$ cat src/rtl/head_tail_free_list_block_pool_assert.svh
// assertion macros shared by the block pool sources
`ifndef HEAD_TAIL_FREE_LIST_BLOCK_POOL_ASSERT_SVH
`define HEAD_TAIL_FREE_LIST_BLOCK_POOL_ASSERT_SVH
`ifndef SYNTH
`define HTFL_ASSERT_CLK(label, clk_s, rst_n_s, prop, msg) \
	label: assert property (@(posedge clk_s) disable iff (!rst_n_s) prop) else $error(msg);
`define HTFL_ASSERT(label, prop, msg) \
	`HTFL_ASSERT_CLK(label, clk, arst_n, prop, msg)
`else
`define HTFL_ASSERT_CLK(label, clk_s, rst_n_s, prop, msg)
`define HTFL_ASSERT(label, prop, msg)
`endif
`endif

$ cat src/rtl/htfl_pkg.sv
package htfl_pkg;

	localparam int DEF_MAX_BLOCKS = 1024;
	localparam int ADDR_W         = 32;
	localparam int BYTES_W        = 21;
	localparam int BB_W           = 17;
	localparam int LEN_W          = 18;
	localparam int QUO_W          = 21;
	localparam int CNT_W          = 11;
	localparam int COUNT_MAX      = 2047;
	localparam int CFG_IDX_W      = 2;
	localparam int IN_TDATA_W     = 40;
	localparam int OUT_TDATA_W    = 48;

	localparam logic [BB_W-1:0] BLOCK_BYTES_RST = BB_W'(32);

	localparam logic [CFG_IDX_W-1:0] CFG_POOL_BASE   = 2'd0;
	localparam logic [CFG_IDX_W-1:0] CFG_POOL_BYTES  = 2'd1;
	localparam logic [CFG_IDX_W-1:0] CFG_BLOCK_BYTES = 2'd2;

	localparam logic REQ_ALLOC = 1'b0;
	localparam logic REQ_FREE  = 1'b1;

	typedef struct packed {
		logic             start;
		logic [QUO_W-1:0] dividend;
		logic [LEN_W-1:0] divisor;
	} div_req_t;

	typedef struct packed {
		logic             done;
		logic [QUO_W-1:0] quotient;
		logic [LEN_W-1:0] remainder;
	} div_rsp_t;

	// block length: zero taken as one, rounded up to a multiple of 4
	function automatic logic [LEN_W-1:0] blk_len(input logic [BB_W-1:0] bb);
		logic [LEN_W-1:0] b;
		b = (bb == '0) ? LEN_W'(1) : LEN_W'(bb);
		b = b + LEN_W'(3);
		return {b[LEN_W-1:2], 2'b00};
	endfunction

endpackage

$ cat src/rtl/htfl_div.sv
`include "head_tail_free_list_block_pool_assert.svh"

module htfl_div import htfl_pkg::*; (
	input  logic     clk,
	input  logic     arst_n,
	input  div_req_t req,
	output div_rsp_t rsp
);

	localparam int ITER_W = $clog2(QUO_W);

	logic              busy_q;
	logic              done_q;
	logic [ITER_W-1:0] cnt_q;
	logic [QUO_W-1:0]  quo_q;
	logic [LEN_W-1:0]  rem_q;
	logic [LEN_W-1:0]  dsr_q;

	logic [LEN_W:0] shifted;
	logic [LEN_W:0] trial;
	logic           ge;

	always_comb begin
		shifted = {rem_q, quo_q[QUO_W-1]};
		ge      = shifted >= {1'b0, dsr_q};
		trial   = shifted - {1'b0, dsr_q};
	end

	always_ff @(posedge clk or negedge arst_n) begin
		if (!arst_n) begin
			busy_q <= 1'b0;
			done_q <= 1'b0;
			cnt_q  <= '0;
			quo_q  <= '0;
			rem_q  <= '0;
			dsr_q  <= '0;
		end else if (req.start) begin
			busy_q <= 1'b1;
			done_q <= 1'b0;
			cnt_q  <= '0;
			quo_q  <= req.dividend;
			rem_q  <= '0;
			dsr_q  <= req.divisor;
		end else if (busy_q) begin
			rem_q <= ge ? trial[LEN_W-1:0] : shifted[LEN_W-1:0];
			quo_q <= {quo_q[QUO_W-2:0], ge};
			cnt_q <= cnt_q + ITER_W'(1);
			if (cnt_q == ITER_W'(QUO_W - 1)) begin
				busy_q <= 1'b0;
				done_q <= 1'b1;
			end
		end else begin
			done_q <= 1'b0;
		end
	end

	assign rsp.done      = done_q;
	assign rsp.quotient  = quo_q;
	assign rsp.remainder = rem_q;

	`HTFL_ASSERT(a_div_start_busy, req.start |=> busy_q, "divider did not go busy on start")
	`HTFL_ASSERT(a_div_done_after_busy, done_q |-> $past(busy_q), "divider done without a pass")
	`HTFL_ASSERT(a_div_rem_bound, (busy_q && dsr_q != '0) |-> (rem_q < dsr_q), "partial remainder out of bound")

endmodule

$ cat config.mk
export PLATFORM = sky130hd
export DESIGN_NAME = htfl_div
export DESIGN_NICKNAME = d
export VERILOG_FILES = /design/src/rtl/htfl_pkg.sv /design/src/rtl/htfl_div.sv
export VERILOG_INCLUDE_DIRS = /design/src /design/src/rtl
export SDC_FILE = /design/constraint.sdc
export NUM_CORES = 1
export LEC_CHECK = 0
export BUFFER_PORTS_ARGS = -buffer_cell sky130_fd_sc_hd__buf_4
export CORE_MARGIN = 3
export CORE_UTILIZATION = 50
export DETAILED_ROUTE_END_ITERATION = 10
export HOLD_SLACK_MARGIN = 0.05
export PLACE_DENSITY = 0.75
export SETUP_SLACK_MARGIN = 0.5
export SKIP_LAST_GASP = 1
export SYNTH_ARGS = -nofsm -noshare
export SYNTH_HDL_FRONTEND = slang
export SYNTH_SLANG_ARGS = --single-unit
$ cat constraint.sdc
create_clock -name clk -period 2.58 [get_ports clk]
set_input_delay 0.387 -clock clk [delete_from_list [all_inputs] [get_ports clk]]
set_output_delay 0.387 -clock clk [all_outputs]
set_load 0.05 [all_outputs]
Yosys cells after proc, flatten, opt, wreduce, memory -nomap -nowiden
Index checks and enable logic that the tools add are counted.
{"block": "totals", "out_inout_bits": 40, "wordCells": 25, "inputBits": 42, "reg_bits": 64}
{"block": "classes", "n_reduce_logical": 1, "n_eq_ne": 2, "magnitude_cmp": 1, "n_mux": 13, "addsub": 2}
{"cell": "18-bit 2-to-1 mux", "count": 3}
{"cell": "21-bit 2-to-1 mux", "count": 2}
{"cell": "19-bit by 18-bit greater-or-equal comparator with 1-bit output", "count": 1}
{"cell": "18-bit subtractor", "count": 1}
{"cell": "5-bit 2-to-1 mux", "count": 2}
{"cell": "1-bit 2-to-1 mux", "count": 6}
{"cell": "5-bit by 1-bit adder with 5-bit output (second input constant)", "count": 1}
{"cell": "5-bit == test (second input constant)", "count": 1}
{"cell": "3-bit by 2-bit inequality test with 1-bit output (second input constant)", "count": 1}
{"cell": "2-bit nonzero test", "count": 1}

Longest topological paths before layout
Gate-level depths: netlist (run 1).
{"block": "depth", "ltp_word": 4, "ltp_mapped": 11, "depth_no_buf": 11}

Least setup slack after synthesis (run 1)
No wires, ideal clock.
{"block": "synth_path", "path_kind": "register to register", "start": "register quo_q[20]", "end": "register rem_q[12]", "arrival_time_ns": 2.631, "t_required_ns": 2.485, "stages_incl_launch_ff": 12, "path_slack_ns": -0.147, "synth_period_minus_slack_ns": 2.727, "setup_ns": 0.095, "n_path_buf": 0, "path_cell_list": "dfrtp_1 > inv_1 > ha_1 > inv_1 > fa_1 > a21o_1 > a221oi_2 > o22ai_1 > a41oi_1 > xnor2_1 > mux2i_1 > o31ai_1"}
{"block": "synth_via", "elab_chain_len": 4, "word_cells_on_any_way": 5, "cone_classes": "add/sub: 1; order compare: 1; mux: 3"}
{"element": "from (decl)", "line": "htfl_div.sv:15", "source": "logic [QUO_W-1:0] quo_q;"}
{"element": "from (signal assigned)", "line": "htfl_div.sv:41", "source": "quo_q <= req.dividend;"}
{"element": "from (signal assigned)", "line": "htfl_div.sv:46", "source": "quo_q <= {quo_q[QUO_W-2:0], ge};"}
{"element": "18-bit subtractor / 19-bit by 18-bit greater-or-equal comparator with 1-bit output (equally long branches)", "line": "htfl_div.sv:26, htfl_div.sv:25"}
{"element": "18-bit 2-to-1 mux (*)", "line": "htfl_div.sv:45", "source": "rem_q <= ge ? trial[LEN_W-1:0] : shifted[LEN_W-1:0];"}
{"element": "18-bit 2-to-1 mux (*)", "line": "htfl_div.sv:44", "source": "end else if (busy_q) begin"}
{"element": "18-bit 2-to-1 mux (*)", "line": "htfl_div.sv:37", "source": "end else if (req.start) begin"}
{"element": "to (signal assigned)", "line": "htfl_div.sv:45"}
{"element": "to (decl)", "line": "htfl_div.sv:16", "source": "logic [LEN_W-1:0] rem_q;"}
Mark *: on every way between the ends. The rest lies on a longest branch, timed or not. The select of a mux whose other input is x is not followed.
A chain may end at the register's enable or synchronous reset.

Final worst setup path (run 1)
{"block": "layout_path", "start": "register quo_q[20]", "end": "register rem_q[14]"}
Same word-level chain as after synthesis.

==> results of run 1 <==
-- power by group --
group	switching [mW]	internal, mW
clock network	0.407	0.471
logic	0.384	0.268
registers	0.0433	1.06
-- registers in the layout, indices dropped and copies added, names as in the netlist --
name	count
quo_q	21
dsr_q	18
rem_q	18
cnt_q	5
busy_q	1
done_q	1
-- critical path: stages (launching register included) --
cell and delay, ps:
dfrtp_2 410, inv_2 70, ha_4 130, inv_2 30, fa_2 330, a21o_1 220
a221oi_4 300, o31ai_2 130, o211a_1 130, a2111oi_2 200, mux2i_1 120, a211oi_1 220
-- metrics by stage --
stage | area (um^2) | hold WS [ps] | cells | setup WS, ps
2_1_floorplan | 4010 | 91.4 | 421 | 131
3_3_place_gp | 4720 | 515 | 588 | 152
3_5_place_dp | 4720 | 529 | 588 | 76.8
4_1_cts | 5200 | 153 | 620 | 234
5_1_grt | 5290 | 194 | 625 | 60.4
6_report | 5290 | 104 | 625 | 196
-- Yosys cell counts, types with 3 or more instances --
cell       n
nand4_1    3
buf_1      3
xor2_1     6
nand3_1    4
a21o_1     6
dfrtp_1   64
inv_1     26
buf_2      5
nand3b_1   5
nor2_1    36
nand2_1   58
a21oi_1   14
clkbuf_1  14
nor3_1     3
mux2i_1   34
ha_1      20
a211oi_1  13
o21ai_0   46
nand2b_1   3
xnor2_1    8
o21ai_1    4
-- timing repair --
item	4_1_cts	5_1_grt
endpoints found under the setup margin	19	19
setup buffers	16	5
pin swaps	22	9
endpoints found under the hold margin	0	0
resized for setup	28	7
-- layout make-up --
type | instances | area, um^2 | share of cell area, %
Tap cell | 99 | 124 | 2.34
Multi-Input combinational cell | 307 | 2380 | 45.0
Sequential cell | 64 | 1620 | 30.6
Timing Repair Buffer | 113 | 872 | 16.5
Clock inverter | 5 | 56.3 | 1.06
Inverter | 26 | 97.6 | 1.84
Clock buffer | 11 | 141 | 2.67
-- worst max-delay path by stage --
stage	start	endpoint	slack, ps
after CTS	quo_q[20]	rem_q[14]	230
after detailed placement	rem_q[14]	rem_q[3]	80
after global placement	rem_q[0]	rem_q[11]	150
after global routing	quo_q[20]	rem_q[12]	60
after floorplan	quo_q[20]	rem_q[16]	130
final	quo_q[20]	rem_q[14]	200
-- per-layer routing --
metal / routed length [um] / global-route usage, % / up-vias / part of all wire [%]
met4: 146 / 9.27 / 0 / 1.5
met5: 0 / 0 / - / 0
met3: 768 / 6.01 / 16 / 7.9
li1: - / - / 1685 / -
met2: 4750 / 38.1 / 116 / 49
met1: 4070 / 30.2 / 1654 / 42
-- kinds of logic after synthesis --
family	share of synthesized area (%)
AND/OR/NAND/NOR	13.7
multiplexers	9.06
flip-flops	41.3
adder cells (fa/ha/maj)	6.97
buffers and inverters	5.39
XOR/XNOR	3.16
AO/OA/AOI/OAI	20.4
==> results.toml, run 1 <==
[status]
outcome = "completed"

[logic_synthesis]
synth_area_leaders = "dfrtp_1, mux2i_1, ha_1"
synth_top_area_share_pct = 41.3
yosys.area.top_type = "dfrtp_1"
syn_avg_cell_area_um2 = 9.21
synth_area_mm2 = 0.00388
async_flop_share_pct = 100
postSynthCellCount = 421
yosysSeqAreaShare_pct = 41.3
ys_ff_latch = 64
ys_warn_count = 0
synth_fp_nets = 484
synth-main-ff-cell = "dfrtp_1"
synth_edf_count = 0
synth_cell_types = 58

[pwr]
ir_drop_uv = 408
power.total_mw = 2.64
p_per_area_mw_per_mm2 = 499
p_leak_nw = 2.56

[clocking]
cts.sinks = 64
cts_made_buffers = 9
cts_root_buffer = "clkbuf_8"
cts.path.max_buffers = 2
clkTransAtPathRegs_ps = 70
postCtsHoldBufs = 0
insertion_delay_ps = 350
htree_levels = 3
cts_tree = "done"

[sta]
slew_violations = 0
fin_skew_ps = 11.1
setup_violations = 0
max_freq_ghz = 0.420
slew_headroom_pct = 46.5
period_share_pct = 92.4
worstMarginPinSlew_ps = 802
setup-tns-final_ps = 0
rsz0062_at_grt = "true"
final_hold_viol_count = 0
min_period_ps = 2380

[cells_and_area]
fillers = 559
fin_nets = 584
area_delta_synth_final_pct = 36.5
diodes = 0
final_common_cell = "buf_4"
drive_above_1_share_pct = 35.6
fin_util_pct = 71.8
final_cell_mix = "buf_4, nand2_1, dfrtp_1"

[drt]
vias = 3471
wl_mm = 9.73
route.detailed.drc = 0
dr.first_iter.drc_count = 110
first_pass_iters = 4
drtAntennaViolNets = 0
avgRoutedWirePerCell_um = 15.6
viasPerCell = 5.55

[place]
dpl.hpwl_mm = 6.69
portBuffers = 81
gp_congestion = 0.895

[floorplanning]
die_area_mm2 = 0.00885
rows = 31
start_util_pct = 52.6
io_pins = 82
fp.dieH_um = 94.1
core_area_mm2 = 0.00737
die_w_um = 94.1

[grt]
grt_pass1_vias = 3473
grt_pass1_wl_mm = 16.5
grt_max_degree = 65
grt_overflow = 0
antenna_found_initial = 0
grt_usage_pct = 23.5

[critical_path]
r2r_slack_ps = 200
critPathKind = "reg2reg"
crit_fanout = 3
cp-start-kind = "flip-flop"
worstPathArrival_ps = 2640
rr_startpoint = "quo_q[20]"
endpoint_kind = "flip-flop"
worstReg2RegEnd = "rem_q[14]"
cp.required_ps = 2840
reg2reg_depth = 11

[worst_hold_path]
hp-class = "in2async"

[job]
maxCapViolations = 0
Power figures use the tool's default switching activity.
==> run 2: changes to the inputs <==
Settings changed: BUFFER_PORTS_ARGS -buffer_cell sky130_fd_sc_hd__buf_4 to unset, CORE_UTILIZATION 50 to 58, DONT_BUFFER_PORTS set to 1, PLACE_DENSITY 0.75 to 0.74, SKIP_CTS_REPAIR_TIMING set to 1.
==> run 2 against run 1 <==
Against the previous run:
- hold slack got worse by 16 ps
- setup slack got worse by 78 ps
- combinational power is 35% lower
- critical path depth down 2
- total power rose by 3.7%
- highest routed layer unchanged
- critical endpoint is now rem_q[3]
- global-route usage rose by 1.8 points
==> results.toml, run 2 (same netlist as run 1, synthesis figures left out) <==
[status]
outcome = "completed"

[drt]
vias = 3270
route.detailed.drc = 0
avgRoutedWirePerCell_um = 17.9
viasPerCell = 6.14
drtAntennaViolNets = 0
dr.first_iter.drc_count = 166
wl_mm = 9.56
first_pass_iters = 5

[grt]
grt_pass1_wl_mm = 15.1
grt_pass1_vias = 3130
antenna_found_initial = 0
grt_max_degree = 107
grt_overflow = 0
grt_usage_pct = 25.4

[critical_path]
rr_startpoint = "rem_q[15]"
worstPathArrival_ps = 2700
crit_start = "rem_q[15]"
worstReg2RegEnd = "rem_q[3]"
r2r_slack_ps = 120
endpoint = "rem_q[3]"
crit_chain = "ha_4 -> a21o_1 -> a211o_1 -> a41oi_2 -> o2bb2ai_4 -> a21oi_4 -> buf_6 -> mux2i_1 -> a211oi_1"
crit_slowest_cell = "dfrtp_2"
slowest_delay_ps = 430
crit_buf_inv = 1
critPathKind = "reg2reg"
endpoint_kind = "flip-flop"
cp_top_family = "compound AO/OA/AOI/OAI gates"
reg2reg_depth = 9
cp.required_ps = 2820
crit_fanout = 7
cp.depth = 9
cp-start-kind = "flip-flop"

[clocking]
cts_root_buffer = "clkbuf_8"
htree_levels = 3
clkTransAtPathRegs_ps = 80
cts_made_buffers = 9
cts.path.max_buffers = 2
insertion_delay_ps = 360
cts.sinks = 64
cts_tree = "done"

[floorplanning]
fp.dieH_um = 87.8
io_pins = 82
die_area_mm2 = 0.00770
die_w_um = 87.8
core_area_mm2 = 0.00642
start_util_pct = 60.4
rows = 29

[pwr]
p_leak_nw = 2.25
ir_drop_uv = 580
p_per_area_mw_per_mm2 = 576

[sta]
rsz0062_at_grt = "true"
min_period_ps = 2460
final_hold_viol_count = 0
layout_setup_ws_ps = 118
slew_headroom_pct = 63.8
hold_ws_ps = 87.8
fin_skew_ps = 11.5
slew_violations = 0
worstMarginPinSlew_ps = 544
max_freq_ghz = 0.406
setup_violations = 0
period_share_pct = 95.4

[cells_and_area]
fin_nets = 514
fin_util_pct = 74.0
diodes = 0
area_delta_synth_final_pct = 22.5
stdcell_area_mm2 = 0.00475
top_regs = "quo_q x21, dsr_q x18, rem_q x18"
final_common_cell = "nand2_1"
top_register = "quo_q"
largest_register_ffs = 21
stdcell_count = 533
final_cell_mix = "nand2_1, dfrtp_1, o21ai_0"
drive_above_1_share_pct = 25.9

[worst_hold_path]
min_from = "req[39]"
hp-class = "in2reg"

[place]
portBuffers = 0
placed_area_mm2 = 0.00418
post-place-ws_ps = 86.2
dp.cells = 500
dpl.hpwl_mm = 6.23
gp_congestion = 0.892

[job]
maxCapViolations = 0
-- run 2: power breakdown --
group | switching (mW) | internal, mW
Clock | 0.430 | 0.673
Sequential | 0.145 | 1.06
Combinational | 0.244 | 0.183
-- run 2: how the worst min path moves through the flow --
stage,endpoint,slack [ps],cells after the start
floorplan,busy_q,90,0
finish,rem_q[15],90,1
global route,rem_q[15],80,1
detailed placement,dsr_q[7],90,0
CTS,dsr_q[11],-300,0
global placement,dsr_q[7],90,0
-- run 2: worst reg2reg max path, cell delays in order (launching register included) --
cell and delay, ps:
dfrtp_2 430, ha_4 260, a21o_1 170, a211o_1 350, a41oi_2 250, o2bb2ai_4 170, a21oi_4 130, buf_6 180
mux2i_1 110, a211oi_1 290
-- run 2: layout make-up --
class	count	area, um^2
inverters	26	97.6
clock buffers	10	138
multi-input cells	307	2330
flip-flops and latches	64	1620
well taps	77	96.3
fillers	452	1670
clock inverters	6	115
repair buffers	43	358
-- run 2: per-layer routing --
| layer | track usage [%] | share of wire (%) | wire length (um) |
|---|---|---|---|
| met5 | 0 | 0 | 0 |
| met4 | 10.0 | 2.1 | 202 |
| met3 | 7.81 | 7.5 | 720 |
| met2 | 41.0 | 49 | 4700 |
| met1 | 31.8 | 41 | 3930 |
-- run 2: through the flow --
step / TNS (ps) / total power [mW]
2_1_floorplan: 0 / 1.51
4_1_cts: 0 / 2.67
3_3_place_gp: 0 / 1.56
5_1_grt: -21.1 / 2.87
3_5_place_dp: 0 / 1.57
6_report: 0 / 2.74
